### config.mk
export PLATFORM = sky130hd
export DESIGN_NAME = gha_exec
export DESIGN_NICKNAME = d
export VERILOG_FILES = /design/src/hw/rtl/gha_pkg.sv /design/src/hw/rtl/gha_exec.sv
export SDC_FILE = /design/constraint.sdc
export NUM_CORES = 1
export LEC_CHECK = 0
export BUFFER_PORTS_ARGS = -buffer_cell sky130_fd_sc_hd__buf_2
export CAP_MARGIN = 20
export CORE_MARGIN = 2
export CORE_UTILIZATION = 39
export DETAILED_ROUTE_END_ITERATION = 10
export PLACE_DENSITY = 0.81
export SETUP_SLACK_MARGIN = 0.5
export SLEW_MARGIN = 40
export SYNTH_ARGS = -nofsm -noshare
export SYNTH_HDL_FRONTEND = slang
export SYNTH_SLANG_ARGS = --single-unit
### constraint.sdc
create_clock -name vclk -period 5.1
set_clock_uncertainty 0.15 [all_clocks]
set_input_delay 1.53 -clock vclk [all_inputs]
set_output_delay 1.53 -clock vclk [all_outputs]
set_load 0.02 [all_outputs]
### src/hw/rtl/gha_pkg.sv
// Shared types, command and status codes for the generational handle allocator.
// Used by gha_exec, generational_handle_allocator_core and the testbench; depends on nothing.
package gha_pkg;

  localparam int SLOT_COUNT_DEF = 1024;
  localparam int GEN_BITS_DEF   = 32;

  localparam int CMD_W    = 2;
  localparam int STATUS_W = 2;
  localparam int HGEN_W   = 32;

  localparam logic [CMD_W-1:0] CMD_ALLOC   = 2'd0;
  localparam logic [CMD_W-1:0] CMD_CHECK   = 2'd1;
  localparam logic [CMD_W-1:0] CMD_RELEASE = 2'd2;

  localparam logic [STATUS_W-1:0] ST_OK      = 2'd0;
  localparam logic [STATUS_W-1:0] ST_FULL    = 2'd1;
  localparam logic [STATUS_W-1:0] ST_INVALID = 2'd2;

  // Decision for one command, from the execute stage to the state update.
  typedef struct packed {
    logic [STATUS_W-1:0] status;
    logic                alive;
    logic                slot_we;
    logic                slot_live;
    logic                push;
    logic                pop;
    logic                fresh;
  } gha_ctrl_t;

endpackage

### src/hw/rtl/gha_exec.sv
// Execute-stage decision logic: handle match, generation bump, allocate source.
// Depends on gha_pkg.
module gha_exec #(
  parameter int SLOT_COUNT = gha_pkg::SLOT_COUNT_DEF,
  parameter int GEN_BITS   = gha_pkg::GEN_BITS_DEF,
  localparam int IDX_W     = $clog2(SLOT_COUNT),
  localparam int CNT_W     = $clog2(SLOT_COUNT + 1)
) (
  input  logic [gha_pkg::CMD_W-1:0]  cmd,
  input  logic [IDX_W-1:0]           idx,
  input  logic [gha_pkg::HGEN_W-1:0] hgen,
  input  logic                       slot_live,
  input  logic [GEN_BITS-1:0]        slot_gen,
  input  logic [CNT_W-1:0]           cnt,
  input  logic [CNT_W-1:0]           next_fresh,
  output gha_pkg::gha_ctrl_t         ctrl,
  output logic [GEN_BITS-1:0]        new_gen
);

  logic                match;
  logic [GEN_BITS-1:0] gen_inc;

  // Generation bits above GEN_BITS make a handle stale.
  assign match = (idx != '0) && (CNT_W'(idx) < next_fresh) && slot_live &&
                 ((hgen >> GEN_BITS) == '0) && (hgen[GEN_BITS-1:0] == slot_gen);

  // Bump the generation, skip zero on wrap.
  assign gen_inc = slot_gen + GEN_BITS'(1);
  assign new_gen = (gen_inc == '0) ? GEN_BITS'(1) : gen_inc;

  always_comb begin
    ctrl        = '0;
    ctrl.status = gha_pkg::ST_INVALID;
    case (cmd)
      gha_pkg::CMD_ALLOC: begin
        if (cnt != '0) begin
          ctrl.pop = 1'b1;
        end else if (next_fresh < CNT_W'(SLOT_COUNT)) begin
          ctrl.fresh = 1'b1;
        end
        if (ctrl.pop || ctrl.fresh) begin
          ctrl.status    = gha_pkg::ST_OK;
          ctrl.slot_we   = 1'b1;
          ctrl.slot_live = 1'b1;
        end else begin
          ctrl.status = gha_pkg::ST_FULL;
        end
      end
      gha_pkg::CMD_CHECK: begin
        if (match) begin
          ctrl.status = gha_pkg::ST_OK;
          ctrl.alive  = 1'b1;
        end
      end
      gha_pkg::CMD_RELEASE: begin
        if (match && (cnt < CNT_W'(SLOT_COUNT))) begin
          ctrl.status  = gha_pkg::ST_OK;
          ctrl.slot_we = 1'b1;
          ctrl.push    = 1'b1;
        end
      end
      default: begin
        ctrl.status = gha_pkg::ST_INVALID;
      end
    endcase
  end

endmodule

==> metrics <==
Post-DP HPWL=6.52 mm; crit path max-delay cell type=or3_4; leakage=between 0.0015 and 0.002 uW; Reg area=0 um2; Ys Warns=0; GP Congestion=0.949; Starting Density=between 40% and 50%; sequential fraction of the synthesis area=0%; period utilization=106%; commonest non-fill, non-tap cells in the layout=buf_2 (103), buf_4 (86), xnor2_1 (34); Layout area overhead=101%; Core ar.=0.00472 mm2; Mapped Cells=254; total wire length=~8.7 mm; synthesized area per cell=7.52 um2; Ant. Diodes=0; RSZ-0062 raised after global routing=true; Cell Rows=25; clkbuf count=0; first-pass GRT wire length=12.0 mm; total track usage=27.4%; slew margin rel.=72.2%; max cap viols=0; filler cell count=~280; total power=265 uW; P per Cell Area=69.1 mW/mm2; f_max=0.184 GHz; Crit Path Class=in -> out; vias in the first global route=2,708; num sequential=0; First-pass DRT Iterations=4; Die Span Y=between 70 and 80 um; setup TNS=-0.759 ns; outcome=complete, but fails checks; Die ar.=around 0.0055 mm2; antenna violations before repair=0; failing checks=negative setup slack; layout cells sized above 1=62.3%; Hold Fails Final Rpt=0; port buffer count=139; CP required=3.42 ns; syn_nets=364; Slew @ Worst Pin=between 0.4 and 0.5 ns; DRC Markers=0; fin worst setup slack=-0.322 ns; Yosys cell types=49; via count=2,819; Final min period=5.42 ns; fin. max-slew vios=0; Initial DRC Count=approximately 110; crit end category=output port; arrival time worst endpoint=3.74 ns; CTS Hold Bufs=0; DR WL/cell=roughly 16 um; VDD IR max=approximately 0.065 mV; worst hold path type=in -> out; slowest cell delay on critical path=0.42 ns; Worst Hold Depth=3; io pins=139; leading cell type in the layout, fill and taps excluded=buf_2; Startpoint Class=input port; Avg Vias per Cell=5.34; total gr overflow=0; Cell Chain, Critical Path=buf_6, nand4_1, buf_4, nor4_4, and3_4, a31oi_1, or3_4, nor4_4, nand2b_4, buf_6; worst-path maximum fanout=5; pin count of the biggest net entering global routing=10; die width=74.0 um; Nets=573; Setup Viol. Count Final=5; synthesized cell area=between 0.0015 and 0.002 mm2; Final ANT Viol Nets=0
-- routing by layer --
metal,global-route usage [%],vias up,share of wire [%],wire (um)
met5,0,-,0,0
met4,9.70,0,3.5,306
met3,4.74,28,8.8,768
met2,50.1,150,51,4430
met1,32.1,1298,37,3200
li1,-,1343,-,-
-- where the power goes --
group | switching [uW] | total [uW] | internal [uW] | leakage (uW)
Sequential | 0 | 0 | 0 | 0
Combinational | 131 | 265 | 133 | 0.00186
Clock | 0 | 0 | 0 | 0
-- area by class of cell --
| class | count | area (um2) | share of cell area [%] |
|---|---|---|---|
| multi-input combinational | 220 | 2090 | 54.5 |
| timing repair buffer | 226 | 1600 | 41.8 |
| tap | 67 | 83.8 | 2.19 |
| inverter | 15 | 56.3 | 1.47 |
-- logic make-up (layout without fill, tap and decap cells) --
group / Yosys count / count (layout) / share of synthesized area (%)
AOI/OAI and AO/OA: 27 / 27 / 10.5
xor gates and xnor gates: 66 / 66 / 30.3
adders and majority gates: 11 / 11 / 7.21
buffers and inverters: 34 / 241 / 11.7
muxes: 1 / 1 / 0.524
and+or+nand+nor: 115 / 115 / 39.8
-- cell usage after synthesis (all sizes together), types with 2 or more instances --
| cell | n | area, um2 |
|---|---|---|
| nor4 | 15 | 130 |
| a211o | 2 | 17.5 |
| clkbuf | 5 | 18.8 |
| nor3 | 9 | 56.3 |
| a21o | 2 | 15.0 |
| or3 | 4 | 25.0 |
| inv | 15 | 56.3 |
| nor2 | 12 | 45.0 |
| and2 | 2 | 12.5 |
| nand3 | 16 | 92.6 |
| a22oi | 2 | 15.0 |
| nand2 | 11 | 41.3 |
| and3 | 11 | 68.8 |
| nand4 | 18 | 143 |
| nand2b | 2 | 12.5 |
| buf | 14 | 148 |
| a31oi | 4 | 25.0 |
| nor2b | 2 | 12.5 |
| a2111oi | 2 | 17.5 |
| and4 | 7 | 65.1 |
| xnor2 | 50 | 438 |
| xor2 | 16 | 140 |
| o211ai | 2 | 15.0 |
| a21oi | 4 | 20.0 |
| ha | 11 | 138 |
-- worst max-delay path: cells and delay by family --
kind | cells | cell delay [ns]
simple gates | 6 | 1.71
buf+inv | 3 | 0.41
compound gates | 1 | 0.10
-- metrics by stage --
stage	utilization, %	instances	area, um2	setup slack, ns	hold slack (ns)
floorplan	-	254	2120	0.0904	2.96
global placement	68.9	514	3260	-0.320	3.25
detailed placement	68.9	514	3260	-0.329	3.25
CTS	73.8	520	3490	-0.237	3.25
global route	81.1	528	3830	-0.431	3.27
finish	81.1	528	3830	-0.322	3.25
-- what timing repair did --
item,4_1_cts,5_1_grt
buffers inserted,6,8
resized for setup,41,66
pin swaps,24,18
setup endpoints to repair,15,26
-- final timing paths --
path,slack (ns),endpoint,start
worst max-delay path,-0.32,new_gen[0],slot_gen[1]
worst min-delay path,3.25,ctrl[0],next_fresh[10]
Power figures use the tool's default switching activity.
